<file path="src/design/qpc_pkg.sv">
package qpc_pkg;

    // Default position word width (two's complement, 16 fraction bits by default).
    localparam int QPC_POS_WIDTH = 24;
    // Quaternion component width, Q1.15.
    localparam int QPC_Q_WIDTH   = 16;
    // Width of the narrow multiplier operand: holds a rounded matrix entry.
    localparam int QPC_M_WIDTH   = 20;
    // Configuration register indexes.
    localparam int QPC_CFG_IDX_WIDTH = 3;
    localparam logic [2:0] CFG_MOUNT_X  = 3'd0;
    localparam logic [2:0] CFG_MOUNT_Y  = 3'd1;
    localparam logic [2:0] CFG_MOUNT_Z  = 3'd2;
    localparam logic [2:0] CFG_MOUNT_QW = 3'd3;
    localparam logic [2:0] CFG_MOUNT_QX = 3'd4;
    localparam logic [2:0] CFG_MOUNT_QY = 3'd5;
    localparam logic [2:0] CFG_MOUNT_QZ = 3'd6;
    // Identity quaternion w component.
    localparam logic [15:0] QPC_Q_ONE = 16'h7fff;

    // Last step count of each datapath phase.
    localparam logic [4:0] PROD_LAST = 5'd8;
    localparam logic [4:0] MAT_LAST  = 5'd8;
    localparam logic [4:0] ROT_LAST  = 5'd9;
    localparam logic [4:0] HAM_LAST  = 5'd16;
    localparam logic [4:0] FIN_LAST  = 5'd3;

    typedef enum logic [2:0] {
        PH_NONE = 3'd0,
        PH_PROD = 3'd1,
        PH_MAT  = 3'd2,
        PH_ROT  = 3'd3,
        PH_HAM  = 3'd4,
        PH_FIN  = 3'd5
    } t_phase;

    typedef struct packed {
        logic       load;
        t_phase     phase;
        logic [4:0] cnt;
        logic       out_load;
    } t_qpc_cmd;

    typedef struct packed {
        logic mode;
    } t_qpc_stat;

endpackage

</file>
<file path="src/design/qpc_in_if.sv">
interface qpc_in_if #(parameter int POS_WIDTH = qpc_pkg::QPC_POS_WIDTH);
    logic                        valid;
    logic                        ready;
    logic                        mode;
    logic signed [POS_WIDTH-1:0] pos_x;
    logic signed [POS_WIDTH-1:0] pos_y;
    logic signed [POS_WIDTH-1:0] pos_z;
    logic signed [15:0]          quat_w;
    logic signed [15:0]          quat_x;
    logic signed [15:0]          quat_y;
    logic signed [15:0]          quat_z;

    modport source (output valid, mode, pos_x, pos_y, pos_z, quat_w, quat_x, quat_y, quat_z,
                    input ready);
    modport sink   (input valid, mode, pos_x, pos_y, pos_z, quat_w, quat_x, quat_y, quat_z,
                    output ready);
endinterface

</file>
<file path="src/design/qpc_out_if.sv">
interface qpc_out_if #(parameter int POS_WIDTH = qpc_pkg::QPC_POS_WIDTH);
    logic                        valid;
    logic                        ready;
    logic signed [POS_WIDTH-1:0] out_x;
    logic signed [POS_WIDTH-1:0] out_y;
    logic signed [POS_WIDTH-1:0] out_z;
    logic signed [15:0]          out_qw;
    logic signed [15:0]          out_qx;
    logic signed [15:0]          out_qy;
    logic signed [15:0]          out_qz;

    modport source (output valid, out_x, out_y, out_z, out_qw, out_qx, out_qy, out_qz,
                    input ready);
    modport sink   (input valid, out_x, out_y, out_z, out_qw, out_qx, out_qy, out_qz,
                    output ready);
endinterface

</file>
<file path="src/design/qpc_ctrl.sv">
module qpc_ctrl (
    input  logic                i_clk,
    input  logic                i_rst_n,
    input  logic                i_in_valid,
    output logic                o_in_ready,
    output logic                o_out_valid,
    input  logic                i_out_ready,
    input  qpc_pkg::t_qpc_stat  i_stat,
    output qpc_pkg::t_qpc_cmd   o_cmd
);
    import qpc_pkg::*;

    typedef enum logic [6:0] {
        S_IDLE = 7'b0000001,
        S_PROD = 7'b0000010,
        S_MAT  = 7'b0000100,
        S_ROT  = 7'b0001000,
        S_HAM  = 7'b0010000,
        S_FIN  = 7'b0100000,
        S_OUT  = 7'b1000000
    } t_state;

    t_state     r_state, n_state;
    logic [4:0] r_cnt, n_cnt;
    logic       r_out_valid, n_out_valid;
    logic       w_out_load;

    assign o_in_ready  = (r_state == S_IDLE);
    assign o_out_valid = r_out_valid;
    assign w_out_load  = (r_state == S_OUT) && (!r_out_valid || i_out_ready);

    always_comb begin
        n_state     = r_state;
        n_cnt       = r_cnt + 5'd1;
        n_out_valid = r_out_valid;
        if (r_out_valid && i_out_ready) begin
            n_out_valid = 1'b0;
        end
        o_cmd.load     = 1'b0;
        o_cmd.phase    = PH_NONE;
        o_cmd.cnt      = r_cnt;
        o_cmd.out_load = w_out_load;
        case (r_state)
            S_IDLE: begin
                n_cnt = 5'd0;
                if (i_in_valid) begin
                    o_cmd.load = 1'b1;
                    n_state    = S_PROD;
                end
            end
            S_PROD: begin
                o_cmd.phase = PH_PROD;
                if (r_cnt == PROD_LAST) begin
                    n_cnt   = 5'd0;
                    n_state = S_MAT;
                end
            end
            S_MAT: begin
                o_cmd.phase = PH_MAT;
                if (r_cnt == MAT_LAST) begin
                    n_cnt   = 5'd0;
                    n_state = S_ROT;
                end
            end
            S_ROT: begin
                o_cmd.phase = PH_ROT;
                if (r_cnt == ROT_LAST) begin
                    n_cnt   = 5'd0;
                    n_state = i_stat.mode ? S_FIN : S_HAM;
                end
            end
            S_HAM: begin
                o_cmd.phase = PH_HAM;
                if (r_cnt == HAM_LAST) begin
                    n_cnt   = 5'd0;
                    n_state = S_FIN;
                end
            end
            S_FIN: begin
                o_cmd.phase = PH_FIN;
                if (r_cnt == FIN_LAST) begin
                    n_cnt   = 5'd0;
                    n_state = S_OUT;
                end
            end
            S_OUT: begin
                n_cnt = 5'd0;
                if (w_out_load) begin
                    n_out_valid = 1'b1;
                    n_state     = S_IDLE;
                end
            end
            default: begin
                n_state = S_IDLE;
                n_cnt   = 5'd0;
            end
        endcase
    end

    always_ff @(posedge i_clk) begin
        if (!i_rst_n) begin
            r_state     <= S_IDLE;
            r_cnt       <= 5'd0;
            r_out_valid <= 1'b0;
        end else begin
            r_state     <= n_state;
            r_cnt       <= n_cnt;
            r_out_valid <= n_out_valid;
        end
    end

endmodule

</file>
<file path="src/design/qpc_datapath.sv">
module qpc_datapath #(
    parameter int POS_WIDTH = qpc_pkg::QPC_POS_WIDTH
) (
    input  logic                                   i_clk,
    input  logic                                   i_rst_n,
    input  qpc_pkg::t_qpc_cmd                      i_cmd,
    output qpc_pkg::t_qpc_stat                     o_stat,
    input  logic                                   i_cfg_we,
    input  logic [qpc_pkg::QPC_CFG_IDX_WIDTH-1:0]  i_cfg_idx,
    input  logic [POS_WIDTH-1:0]                   i_cfg_data,
    input  logic                                   i_mode,
    input  logic signed [POS_WIDTH-1:0]            i_pos [3],
    input  logic signed [15:0]                     i_quat [4],
    output logic signed [POS_WIDTH-1:0]            o_pos [3],
    output logic signed [15:0]                     o_quat [4]
);
    import qpc_pkg::*;

    localparam int MA    = QPC_M_WIDTH;
    localparam int PRODW = MA + POS_WIDTH;
    localparam int ACCW  = PRODW + 2;
    localparam int TW    = 35;
    localparam logic signed [ACCW-1:0] POS_MAX =
        {{(ACCW-POS_WIDTH+1){1'b0}}, {(POS_WIDTH-1){1'b1}}};
    localparam logic signed [ACCW-1:0] POS_MIN = ~POS_MAX;
    localparam logic signed [TW-1:0] Q_MAX = TW'(32767);
    localparam logic signed [TW-1:0] Q_MIN = ~Q_MAX;
    localparam logic signed [33:0] M_ONE = 34'sd1 <<< 30;

    logic                        r_mode;
    logic signed [POS_WIDTH-1:0] r_pin [3];
    logic signed [15:0]          r_qin [4];
    logic signed [POS_WIDTH-1:0] r_mount_p [3];
    logic signed [15:0]          r_mount_q [4];
    logic signed [POS_WIDTH-1:0] r_cam_p [3];
    logic signed [15:0]          r_cam_q [4];
    logic signed [31:0]          r_qp [9];
    logic signed [MA-1:0]        r_m [9];
    logic signed [PRODW-1:0]     r_prod;
    logic signed [ACCW-1:0]      r_acc [3];
    logic signed [TW-1:0]        r_t [4];
    logic signed [POS_WIDTH-1:0] r_res [3];
    logic signed [POS_WIDTH-1:0] r_out_p [3];
    logic signed [15:0]          r_out_q [4];

    logic signed [MA-1:0]        w_mul_a;
    logic signed [POS_WIDTH-1:0] w_mul_b;
    logic signed [PRODW-1:0]     w_prod;
    logic signed [15:0]          w_rq [4];
    logic signed [POS_WIDTH-1:0] w_vec [3];
    logic signed [POS_WIDTH-1:0] w_base [3];
    logic signed [33:0]          w_entry;
    logic signed [33:0]          w_entry_rnd;
    logic [3:0]                  w_k;
    logic [3:0]                  w_rc_mul;
    logic [3:0]                  w_rc_acc;
    logic [3:0]                  w_hk;
    logic                        w_neg;
    logic [1:0]                  w_fi;
    logic signed [ACCW-1:0]      w_row_rnd;
    logic signed [ACCW-1:0]      w_row_sum;
    logic signed [POS_WIDTH-1:0] w_row_sat;
    logic signed [TW-1:0]        w_q_rnd;
    logic signed [15:0]          w_q_sat;
    logic signed [ACCW-1:0]      w_prod_ext;

    // Maps a matrix step 0..8 to {row, column}.
    function automatic logic [3:0] row_col(input logic [3:0] k);
        logic [3:0] rc;
        case (k)
            4'd0: rc = {2'd0, 2'd0};
            4'd1: rc = {2'd0, 2'd1};
            4'd2: rc = {2'd0, 2'd2};
            4'd3: rc = {2'd1, 2'd0};
            4'd4: rc = {2'd1, 2'd1};
            4'd5: rc = {2'd1, 2'd2};
            4'd6: rc = {2'd2, 2'd0};
            4'd7: rc = {2'd2, 2'd1};
            4'd8: rc = {2'd2, 2'd2};
            default: rc = {2'd0, 2'd0};
        endcase
        return rc;
    endfunction

    function automatic logic signed [33:0] qp_ext(input logic signed [31:0] v);
        return {{2{v[31]}}, v};
    endfunction

    assign o_stat.mode = r_mode;

    always_comb begin
        for (int i = 0; i < 4; i++) begin
            w_rq[i] = r_mode ? r_cam_q[i] : r_qin[i];
        end
        for (int i = 0; i < 3; i++) begin
            w_vec[i]  = r_mode ? r_pin[i] : r_mount_p[i];
            w_base[i] = r_mode ? r_cam_p[i] : r_pin[i];
        end
    end

    // Multiplier operand selection; products xx yy zz xy xz yz wx wy wz first.
    assign w_k      = i_cmd.cnt[3:0];
    assign w_rc_mul = row_col(w_k);
    assign w_rc_acc = row_col(w_k - 4'd1);
    assign w_hk     = w_k - 4'd1;

    always_comb begin
        w_mul_a = '0;
        w_mul_b = '0;
        case (i_cmd.phase)
            PH_PROD: begin
                case (w_k)
                    4'd0: begin w_mul_a = MA'(w_rq[1]); w_mul_b = POS_WIDTH'(w_rq[1]); end
                    4'd1: begin w_mul_a = MA'(w_rq[2]); w_mul_b = POS_WIDTH'(w_rq[2]); end
                    4'd2: begin w_mul_a = MA'(w_rq[3]); w_mul_b = POS_WIDTH'(w_rq[3]); end
                    4'd3: begin w_mul_a = MA'(w_rq[1]); w_mul_b = POS_WIDTH'(w_rq[2]); end
                    4'd4: begin w_mul_a = MA'(w_rq[1]); w_mul_b = POS_WIDTH'(w_rq[3]); end
                    4'd5: begin w_mul_a = MA'(w_rq[2]); w_mul_b = POS_WIDTH'(w_rq[3]); end
                    4'd6: begin w_mul_a = MA'(w_rq[0]); w_mul_b = POS_WIDTH'(w_rq[1]); end
                    4'd7: begin w_mul_a = MA'(w_rq[0]); w_mul_b = POS_WIDTH'(w_rq[2]); end
                    4'd8: begin w_mul_a = MA'(w_rq[0]); w_mul_b = POS_WIDTH'(w_rq[3]); end
                    default: begin w_mul_a = '0; w_mul_b = '0; end
                endcase
            end
            PH_ROT: begin
                if (i_cmd.cnt < ROT_LAST) begin
                    w_mul_a = r_m[w_k];
                    w_mul_b = w_vec[w_rc_mul[1:0]];
                end
            end
            PH_HAM: begin
                if (i_cmd.cnt < HAM_LAST) begin
                    w_mul_a = MA'(r_qin[w_k[1:0]]);
                    w_mul_b = POS_WIDTH'(r_mount_q[w_k[1:0] ^ w_k[3:2]]);
                end
            end
            default: begin
                w_mul_a = '0;
                w_mul_b = '0;
            end
        endcase
    end

    assign w_prod     = w_mul_a * w_mul_b;
    assign w_prod_ext = ACCW'(r_prod);

    // Rotation matrix entry from the stored component products.
    always_comb begin
        case (w_k)
            4'd0: w_entry = M_ONE - ((qp_ext(r_qp[1]) + qp_ext(r_qp[2])) <<< 1);
            4'd1: w_entry = (qp_ext(r_qp[3]) - qp_ext(r_qp[8])) <<< 1;
            4'd2: w_entry = (qp_ext(r_qp[4]) + qp_ext(r_qp[7])) <<< 1;
            4'd3: w_entry = (qp_ext(r_qp[3]) + qp_ext(r_qp[8])) <<< 1;
            4'd4: w_entry = M_ONE - ((qp_ext(r_qp[0]) + qp_ext(r_qp[2])) <<< 1);
            4'd5: w_entry = (qp_ext(r_qp[5]) - qp_ext(r_qp[6])) <<< 1;
            4'd6: w_entry = (qp_ext(r_qp[4]) - qp_ext(r_qp[7])) <<< 1;
            4'd7: w_entry = (qp_ext(r_qp[5]) + qp_ext(r_qp[6])) <<< 1;
            4'd8: w_entry = M_ONE - ((qp_ext(r_qp[0]) + qp_ext(r_qp[1])) <<< 1);
            default: w_entry = '0;
        endcase
        w_entry_rnd = (w_entry + 34'sd16384) >>> 15;
    end

    // Sign of each Hamilton product term, taken in (output, left component) order.
    always_comb begin
        case (w_hk)
            4'd1, 4'd2, 4'd3, 4'd7, 4'd9, 4'd14: w_neg = 1'b1;
            default:                             w_neg = 1'b0;
        endcase
    end

    // Final rounding and saturation for one row and one quaternion component.
    assign w_fi = i_cmd.cnt[1:0];
    always_comb begin
        w_row_rnd = (r_acc[(w_fi == 2'd3) ? 2'd0 : w_fi] + ACCW'(16384)) >>> 15;
        w_row_sum = ACCW'(w_base[(w_fi == 2'd3) ? 2'd0 : w_fi]) + w_row_rnd;
        if (w_row_sum > POS_MAX) begin
            w_row_sat = POS_MAX[POS_WIDTH-1:0];
        end else if (w_row_sum < POS_MIN) begin
            w_row_sat = POS_MIN[POS_WIDTH-1:0];
        end else begin
            w_row_sat = w_row_sum[POS_WIDTH-1:0];
        end
        w_q_rnd = (r_t[w_fi] + TW'(16384)) >>> 15;
        if (w_q_rnd > Q_MAX) begin
            w_q_sat = 16'sh7fff;
        end else if (w_q_rnd < Q_MIN) begin
            w_q_sat = -16'sh8000;
        end else begin
            w_q_sat = w_q_rnd[15:0];
        end
    end

    // Mount pose and camera pose registers.
    always_ff @(posedge i_clk) begin
        if (!i_rst_n) begin
            for (int i = 0; i < 3; i++) begin
                r_mount_p[i] <= '0;
                r_cam_p[i]   <= '0;
            end
            r_mount_q[0] <= QPC_Q_ONE;
            r_cam_q[0]   <= QPC_Q_ONE;
            for (int i = 1; i < 4; i++) begin
                r_mount_q[i] <= '0;
                r_cam_q[i]   <= '0;
            end
        end else begin
            if (i_cfg_we) begin
                case (i_cfg_idx)
                    CFG_MOUNT_X:  r_mount_p[0] <= i_cfg_data;
                    CFG_MOUNT_Y:  r_mount_p[1] <= i_cfg_data;
                    CFG_MOUNT_Z:  r_mount_p[2] <= i_cfg_data;
                    CFG_MOUNT_QW: r_mount_q[0] <= i_cfg_data[15:0];
                    CFG_MOUNT_QX: r_mount_q[1] <= i_cfg_data[15:0];
                    CFG_MOUNT_QY: r_mount_q[2] <= i_cfg_data[15:0];
                    CFG_MOUNT_QZ: r_mount_q[3] <= i_cfg_data[15:0];
                    default: ;
                endcase
            end
            if (i_cmd.phase == PH_FIN && !r_mode) begin
                if (w_fi != 2'd3) begin
                    r_cam_p[w_fi] <= w_row_sat;
                end
                r_cam_q[w_fi] <= w_q_sat;
            end
        end
    end

    // Working registers.
    always_ff @(posedge i_clk) begin
        r_prod <= w_prod;
        if (i_cmd.load) begin
            r_mode <= i_mode;
            r_pin  <= i_pos;
            r_qin  <= i_quat;
        end
        case (i_cmd.phase)
            PH_PROD: r_qp[w_k] <= w_prod[31:0];
            PH_MAT:  r_m[w_k]  <= w_entry_rnd[MA-1:0];
            PH_ROT: begin
                if (i_cmd.cnt != 5'd0) begin
                    if (w_rc_acc[1:0] == 2'd0) begin
                        r_acc[w_rc_acc[3:2]] <= w_prod_ext;
                    end else begin
                        r_acc[w_rc_acc[3:2]] <= r_acc[w_rc_acc[3:2]] + w_prod_ext;
                    end
                end
            end
            PH_HAM: begin
                if (i_cmd.cnt != 5'd0) begin
                    if (w_hk[1:0] == 2'd0) begin
                        r_t[w_hk[3:2]] <= r_prod[TW-1:0];
                    end else if (w_neg) begin
                        r_t[w_hk[3:2]] <= r_t[w_hk[3:2]] - r_prod[TW-1:0];
                    end else begin
                        r_t[w_hk[3:2]] <= r_t[w_hk[3:2]] + r_prod[TW-1:0];
                    end
                end
            end
            PH_FIN: begin
                if (w_fi != 2'd3) begin
                    r_res[w_fi] <= w_row_sat;
                end
            end
            default: ;
        endcase
        if (i_cmd.out_load) begin
            r_out_p <= r_res;
            r_out_q <= r_cam_q;
        end
    end

    assign o_pos  = r_out_p;
    assign o_quat = r_out_q;

endmodule

</file>
<file path="src/design/quaternion_pose_compose_unit.sv">
// Channel   Direction  Content
// i_in      in         mode, pos_x/y/z (POS_WIDTH), quat_w/x/y/z (Q1.15)
// o_out     out        out_x/y/z (POS_WIDTH), out_qw/qx/qy/qz (Q1.15)
// i_cfg_*   in         register index and write data, written when i_cfg_we is high
//
// Each item runs in turn through the component products, the matrix entries, the
// matrix products, in mode 0 the Hamilton products, and the rounding, and is then
// loaded into the output register. All products go through the single shared
// multiplier: 9 component products, 9 matrix products and, in mode 0, 16 Hamilton
// products, with a drain step after each run of matrix or Hamilton products.
// Reset is synchronous and active low; it restores the identity mount and camera
// poses. A stalled result holds in the output register while the next item runs;
// that item then waits for the output register to free, with the input not ready.
module quaternion_pose_compose_unit #(
    parameter int POS_WIDTH = qpc_pkg::QPC_POS_WIDTH
) (
    input  logic                                   i_clk,
    input  logic                                   i_rst_n,
    qpc_in_if.sink                                 i_in,
    qpc_out_if.source                              o_out,
    input  logic                                   i_cfg_we,
    input  logic [qpc_pkg::QPC_CFG_IDX_WIDTH-1:0]  i_cfg_idx,
    input  logic [POS_WIDTH-1:0]                   i_cfg_data
);
    import qpc_pkg::*;

    t_qpc_cmd                    w_cmd;
    t_qpc_stat                   w_stat;
    logic signed [POS_WIDTH-1:0] w_in_pos [3];
    logic signed [15:0]          w_in_quat [4];
    logic signed [POS_WIDTH-1:0] w_out_pos [3];
    logic signed [15:0]          w_out_quat [4];

    assign w_in_pos[0]  = i_in.pos_x;
    assign w_in_pos[1]  = i_in.pos_y;
    assign w_in_pos[2]  = i_in.pos_z;
    assign w_in_quat[0] = i_in.quat_w;
    assign w_in_quat[1] = i_in.quat_x;
    assign w_in_quat[2] = i_in.quat_y;
    assign w_in_quat[3] = i_in.quat_z;

    // The controller sequences the phases and owns both handshakes.
    qpc_ctrl u_ctrl (
        .i_clk       (i_clk),
        .i_rst_n     (i_rst_n),
        .i_in_valid  (i_in.valid),
        .o_in_ready  (i_in.ready),
        .o_out_valid (o_out.valid),
        .i_out_ready (o_out.ready),
        .i_stat      (w_stat),
        .o_cmd       (w_cmd)
    );

    // The datapath holds the mount and camera poses and the shared multiplier.
    qpc_datapath #(.POS_WIDTH(POS_WIDTH)) u_dp (
        .i_clk      (i_clk),
        .i_rst_n    (i_rst_n),
        .i_cmd      (w_cmd),
        .o_stat     (w_stat),
        .i_cfg_we   (i_cfg_we),
        .i_cfg_idx  (i_cfg_idx),
        .i_cfg_data (i_cfg_data),
        .i_mode     (i_in.mode),
        .i_pos      (w_in_pos),
        .i_quat     (w_in_quat),
        .o_pos      (w_out_pos),
        .o_quat     (w_out_quat)
    );

    assign o_out.out_x  = w_out_pos[0];
    assign o_out.out_y  = w_out_pos[1];
    assign o_out.out_z  = w_out_pos[2];
    assign o_out.out_qw = w_out_quat[0];
    assign o_out.out_qx = w_out_quat[1];
    assign o_out.out_qy = w_out_quat[2];
    assign o_out.out_qz = w_out_quat[3];

endmodule

</file>
<file path="src/flat_wrapper.sv">
// flat-port wrapper written by rule: the top's interface ports become plain ports
module quaternion_pose_compose_unit_flat import qpc_pkg::*;
#(
    parameter int POS_WIDTH = qpc_pkg::QPC_POS_WIDTH
)
  (i_clk, i_rst_n, i_cfg_we, i_cfg_idx, i_cfg_data, i_in_valid, i_in_mode, i_in_pos_x, i_in_pos_y, i_in_pos_z, i_in_quat_w, i_in_quat_x, i_in_quat_y, i_in_quat_z, i_in_ready, o_out_valid, o_out_out_x, o_out_out_y, o_out_out_z, o_out_out_qw, o_out_out_qx, o_out_out_qy, o_out_out_qz, o_out_ready);
  qpc_in_if #(.POS_WIDTH(POS_WIDTH)) i_in_i ();
  qpc_out_if #(.POS_WIDTH(POS_WIDTH)) o_out_i ();
  input  logic i_clk;
  input  logic i_rst_n;
  input  logic i_cfg_we;
  input  logic [qpc_pkg::QPC_CFG_IDX_WIDTH-1:0] i_cfg_idx;
  input  logic [POS_WIDTH-1:0] i_cfg_data;
  input wire logic [$bits(i_in_i.valid)-1:0] i_in_valid;
  input wire logic [$bits(i_in_i.mode)-1:0] i_in_mode;
  input wire logic [$bits(i_in_i.pos_x)-1:0] i_in_pos_x;
  input wire logic [$bits(i_in_i.pos_y)-1:0] i_in_pos_y;
  input wire logic [$bits(i_in_i.pos_z)-1:0] i_in_pos_z;
  input wire logic [$bits(i_in_i.quat_w)-1:0] i_in_quat_w;
  input wire logic [$bits(i_in_i.quat_x)-1:0] i_in_quat_x;
  input wire logic [$bits(i_in_i.quat_y)-1:0] i_in_quat_y;
  input wire logic [$bits(i_in_i.quat_z)-1:0] i_in_quat_z;
  output wire logic [$bits(i_in_i.ready)-1:0] i_in_ready;
  output wire logic [$bits(o_out_i.valid)-1:0] o_out_valid;
  output wire logic [$bits(o_out_i.out_x)-1:0] o_out_out_x;
  output wire logic [$bits(o_out_i.out_y)-1:0] o_out_out_y;
  output wire logic [$bits(o_out_i.out_z)-1:0] o_out_out_z;
  output wire logic [$bits(o_out_i.out_qw)-1:0] o_out_out_qw;
  output wire logic [$bits(o_out_i.out_qx)-1:0] o_out_out_qx;
  output wire logic [$bits(o_out_i.out_qy)-1:0] o_out_out_qy;
  output wire logic [$bits(o_out_i.out_qz)-1:0] o_out_out_qz;
  input wire logic [$bits(o_out_i.ready)-1:0] o_out_ready;
  assign i_in_i.valid = i_in_valid;
  assign i_in_i.mode = i_in_mode;
  assign i_in_i.pos_x = i_in_pos_x;
  assign i_in_i.pos_y = i_in_pos_y;
  assign i_in_i.pos_z = i_in_pos_z;
  assign i_in_i.quat_w = i_in_quat_w;
  assign i_in_i.quat_x = i_in_quat_x;
  assign i_in_i.quat_y = i_in_quat_y;
  assign i_in_i.quat_z = i_in_quat_z;
  assign i_in_ready = i_in_i.ready;
  assign o_out_valid = o_out_i.valid;
  assign o_out_out_x = o_out_i.out_x;
  assign o_out_out_y = o_out_i.out_y;
  assign o_out_out_z = o_out_i.out_z;
  assign o_out_out_qw = o_out_i.out_qw;
  assign o_out_out_qx = o_out_i.out_qx;
  assign o_out_out_qy = o_out_i.out_qy;
  assign o_out_out_qz = o_out_i.out_qz;
  assign o_out_i.ready = o_out_ready;
  quaternion_pose_compose_unit #(.POS_WIDTH(POS_WIDTH)) u_core (.i_clk(i_clk), .i_rst_n(i_rst_n), .i_in(i_in_i), .o_out(o_out_i), .i_cfg_we(i_cfg_we), .i_cfg_idx(i_cfg_idx), .i_cfg_data(i_cfg_data));
endmodule
</file>
<file path="config.mk">
export PLATFORM = sky130hd
export DESIGN_NAME = quaternion_pose_compose_unit_flat
export DESIGN_NICKNAME = d
export VERILOG_FILES = /design/src/design/qpc_pkg.sv /design/src/design/qpc_in_if.sv /design/src/design/qpc_out_if.sv /design/src/design/qpc_ctrl.sv /design/src/design/qpc_datapath.sv /design/src/design/quaternion_pose_compose_unit.sv /design/src/flat_wrapper.sv
export SDC_FILE = /design/constraint.sdc
export NUM_CORES = 2
export LEC_CHECK = 0
export BUFFER_PORTS_ARGS = -buffer_cell sky130_fd_sc_hd__buf_4
export CAP_MARGIN = 40
export CORE_MARGIN = 10
export CORE_UTILIZATION = 60
export CTS_BUF_LIST = sky130_fd_sc_hd__clkbuf_8
export DETAILED_ROUTE_END_ITERATION = 12
export PLACE_DENSITY = 0.77
export SYNTH_ARGS = -nofsm -noshare
export SYNTH_HDL_FRONTEND = slang
export SYNTH_SLANG_ARGS = --single-unit
</file>
<file path="constraint.sdc">
create_clock -name i_clk -period 24.9 [get_ports i_clk]
set_input_delay 1.245 -clock i_clk [delete_from_list [all_inputs] [get_ports i_clk]]
set_output_delay 1.245 -clock i_clk [all_outputs]
set_load 0.02 [all_outputs]
</file>
==> results list <==
- Of all flip-flops after synthesis, the portion carrying an async set or reset was 0%.
* Critical path launch point type: register
- At the worst endpoint, the required time is approximately 26 ns.
* Synthesized area: approximately 0.090 sq mm
- Switching share of power: around 26%
- Max Clock Skew: around 0.12 ns
- The detail route stage leaves a number of antenna-violating nets equal to 0.
- A synthesized cell averages 11.5 sq um.
- CTS tree: done
- Top-area cell type share of the netlist area: 43.1%
- Buffers inserted during clock tree synthesis total 223.
- Power share of the sequential group: a little over half
- For this design the ratio of total power to cell area is 50.5 mW/mm^2.
- Residual DRC: 0
- The critical path is of the reg -> reg type.
- On the worst path, the slowest cell contributes a delay of between 0.8 and 0.9 ns.
* Top fanout value on the critical path: 28
- Starting density of the core: between 60% and 70%
* Status: completed
- Clock-pin slew was measured on the worst setup and hold paths at 0.07 ns.
- By area the synthesized netlist is led by sky130_fd_sc_hd__edfxtp_1, sky130_fd_sc_hd__fa_1, sky130_fd_sc_hd__ha_1, sky130_fd_sc_hd__mux4_2, sky130_fd_sc_hd__inv_1.
- Via count of the first global-routing pass: 65,614
- The clock network is responsible for a little under two fifths of the overall power.
* Slowest cell on the critical path: sky130_fd_sc_hd__xor2_1
- In this run, post-CTS repair resized a total of 0 instances.
* Leakage power: roughly 40 nW
- Met3 Usage GRT: 10.5%
* Distinct cell type count of the synthesized netlist: 108
- Placeable Area: 0.148 sq mm
- Non-filler instance count after layout: between 10,000 and 15,000
- Entering global routing, the biggest net connects ~80 pins.
- Area delta synth->final: 11.3%
- Initial antenna violation count: 27
- Sequential fraction of the synthesis area: a little under half
- The sequential cells in the finished layout cover a total of approximately 0.041 sq mm.
- Site row count: 141
- The detailed router finished its first iteration with 8,278 violations.
* VDD IR max: around 0.058 mV
- Drt wl/cell: 26.7 microns
- The tool flagged a number of max-cap violations equal to 0.
- Commonest non-fill, non-tap cells in the layout: sky130_fd_sc_hd__edfxtp_1, sky130_fd_sc_hd__inv_1, sky130_fd_sc_hd__nand2_1
* Clock Sink Count: around 1,400
- Clock Path Buffers: 3
- The synthesized design contains ~1,300 enable-type register cells.
* Die width: about 410 microns
* Max frequency: around 0.083 GHz
- After global routing the overflow that remains totals 0.
- Number of slew-limit violations in the final report: 0
* Int Pwr: 3.74 mW
- STA puts the critical path data arrival time at between 10 and 15 ns.
- Hold buffer count at cts: 0
- Transition time of the tightest slew-check pin: 1.02 ns
- CTS placed an instance of sky130_fd_sc_hd__clkbuf_8 at the clock tree root.
- Class of the most critical hold timing path: reg -> reg
- Setup violations remaining at the end of the flow were counted as 0.
* Most common cell type on the critical path: sky130_fd_sc_hd__fa_1
* Global routing met2 resource utilization: 49.1%
* Number of fill cells: around 11,000
- During synthesis, Yosys emitted a total of 0 warnings.
- Final critical-path share of the clock period: 48.2%
* Top FF cell, synth: sky130_fd_sc_hd__edfxtp_1
* Setup TNS: 0 ns
- Buffers added to address setup during post-CTS repair amount to 0.
- Endpoint type of the worst setup path: register
- The worst pin sits at a relative slew slack of 31.7%.
- The worst path needs about 12 ns of the cycle, external delays included.
* RSZ-0062 raised after global routing: false
- Count of port buffers added during placement: roughly 300
* Wire length of the first global-routing pass: between 400,000 and 500,000 microns
- Area used by multi-input combinational logic: roughly 0.045 sq mm
- Detail Placement HPWL: a little over 200,000 microns
- In this run the count of I/O pins placed on the die edge is 307.
- Synthesis produced a netlist with a net count of between 8,000 and 9,000.
* Number of storage elements in the synthesis netlist: 1,417
- Combinational cell fraction of total power: ~8.6%
- The count of endpoints failing hold in the final timing report was 0.
- Total global routing track utilization: 33.1%
* DP Cell Count: 9,952
* Area leader, netlist: sky130_fd_sc_hd__edfxtp_1
* Drt pass-1 iters: 8
- The floorplan step defined a die boundary enclosing between 0.15 and 0.2 sq mm.
* Die span in y: around 410 microns
- The post-route netlist has about 14% of its cells at a drive strength greater than 1.
* Net Sw Power: roughly 1.3 mW
* Clock Latency Late Sink: 1.06 ns
- Final wirelength: 277,000 microns
- After the last flow step, the layout net total stands at roughly 9,300.
- The H-tree was split into 4 levels.
- Most common cell after layout, fill and taps aside: sky130_fd_sc_hd__edfxtp_1
- Detailed routing inserted a total of ~66,000 vias.
* Via density per instance: roughly 6.4
* Cells after synthesis: slightly below 8,000
* Most crowded layer after global routing: met2
* Global placer's final weighted congestion: approximately 1.1
- Global-route met1 utilization: between 40 and 50%
==> area by class of cell <==
class	count	area share, %
multi-input combinational	5354	45.0
sequential	1417	41.3
tap	1930	2.42
inverter	751	2.82
clock inverter	182	1.13
antenna	11	0.0275
clock buffer	231	3.18
timing repair buffer	503	4.09
==> registers in the layout, summed over array words and instances (netlist names), 64 cells and up, named ones only <==
register / flops
u_core.u_dp.r_cam_p: 72
u_core.u_dp.r_qp: 288
u_core.u_dp.r_m: 171
u_core.u_dp.r_res: 72
u_core.u_dp.r_acc: 138
u_core.u_dp.r_cam_q: 64
u_core.u_dp.r_pin: 72
u_core.u_dp.o_quat: 64
u_core.u_dp.r_t: 140
u_core.u_dp.r_mount_p: 72
u_core.u_dp.r_mount_q: 64
u_core.u_dp.r_qin: 64
u_core.u_dp.o_pos: 72
==> logic make-up (layout without fill, tap and decap cells) <==
group                    Yosys count  count (layout)  synth area share (%)
AND/OR/NAND/NOR                 2155            2155                  11.0
adder cells (fa/ha/maj)          930             930                  17.1
XOR/XNOR                         392             392                  3.82
flip-flops                      1417            1417                  46.0
other                              0              11                     0
multiplexers                     400             400                  6.90
buffers and inverters           1070            1667                  4.52
AO/OA/AOI/OAI                   1477            1477                  10.7
==> stage by stage <==
stage | area (sq um) | setup slack [ns] | hold WS, ns | util [%] | total power [mW]
detailed placement | 95600 | 13.29 | 0.405 | 64.5 | 3.15
floorplan | 89800 | 13.72 | 0.400 | - | 2.97
finish | 99900 | 12.89 | 0.388 | 67.4 | 5.05
CTS | 99900 | 13.19 | 0.292 | 67.4 | 5.05
global route | 99900 | 12.46 | 0.344 | 67.4 | 5.19
global placement | 94900 | 13.35 | 0.401 | 64.0 | 3.14
==> Yosys cell counts (19+ instances only) <==
master and instances:
sky130_fd_sc_hd__or3_1 46, sky130_fd_sc_hd__mux2i_1 168, sky130_fd_sc_hd__a221oi_1 26, sky130_fd_sc_hd__a31oi_1 34, sky130_fd_sc_hd__o221ai_1 22, sky130_fd_sc_hd__o21a_1 37, sky130_fd_sc_hd__nand3b_1 19, sky130_fd_sc_hd__o31ai_1 52
sky130_fd_sc_hd__xor2_1 138, sky130_fd_sc_hd__o211ai_1 39, sky130_fd_sc_hd__nor2b_1 71, sky130_fd_sc_hd__dfxtp_1 127, sky130_fd_sc_hd__nand3_1 76, sky130_fd_sc_hd__inv_1 749, sky130_fd_sc_hd__a21oi_1 354, sky130_fd_sc_hd__nor4_1 43
sky130_fd_sc_hd__a211oi_1 89, sky130_fd_sc_hd__o21bai_1 56, sky130_fd_sc_hd__nor3_1 110, sky130_fd_sc_hd__and3_1 32, sky130_fd_sc_hd__o22ai_1 81, sky130_fd_sc_hd__mux2_2 63, sky130_fd_sc_hd__o21ai_0 346, sky130_fd_sc_hd__nand2_1 703
sky130_fd_sc_hd__clkbuf_1 261, sky130_fd_sc_hd__nand2b_1 68, sky130_fd_sc_hd__xnor2_1 254, sky130_fd_sc_hd__fa_1 498, sky130_fd_sc_hd__and2_1 146, sky130_fd_sc_hd__edfxtp_1 1290, sky130_fd_sc_hd__nor2_1 723, sky130_fd_sc_hd__a21boi_0 23
sky130_fd_sc_hd__ha_1 431, sky130_fd_sc_hd__mux4_2 169, sky130_fd_sc_hd__buf_1 36, sky130_fd_sc_hd__a21o_1 122, sky130_fd_sc_hd__nand4_1 39
==> final timing paths <==
kind / to / cells past startpoint / startpoint / slack [ns]
setup reg to reg: u_core.u_dp.r_qp[5][30] / 31 / u_core.u_ctrl.r_cnt[1] / 12.89
hold / removal: u_core.u_dp.o_pos[49] / 0 / u_core.u_dp.r_res[49] / 0.39
hold reg to reg: u_core.u_dp.o_pos[49] / 0 / u_core.u_dp.r_res[49] / 0.39
setup / recovery: u_core.u_dp.r_qp[5][30] / 31 / u_core.u_ctrl.r_cnt[1] / 12.89
==> worst max-delay path: cells and delay by family, from the launching register on <==
family / cells / cell delay [ns]
xor+xnor: 1 / 0.82
simple gates: 4 / 1.23
buf+inv: 8 / 1.07
fa+ha+maj: 9 / 4.54
compound gates: 9 / 3.26
flops: 1 / 0.67
==> power groups by stage <==
| stage | sequential (mW) | combinational (mW) | clock [mW] |
|---|---|---|---|
| floorplan | 2.71 | 0.262 | 0 |
| global placement | 2.73 | 0.405 | 0 |
| detailed placement | 2.73 | 0.419 | 0 |
| CTS | 2.68 | 0.421 | 1.94 |
| global route | 2.69 | 0.459 | 2.04 |
| finish | 2.69 | 0.436 | 1.92 |
==> routing by layer <==
layer / wire length [microns] / up-vias
met5: 137 / -
met4: 17700 / 20
met3: 37200 / 823
met2: 120000 / 4151
met1: 102000 / 32681
li1: - / 28794
Power figures use the tool's default switching activity.
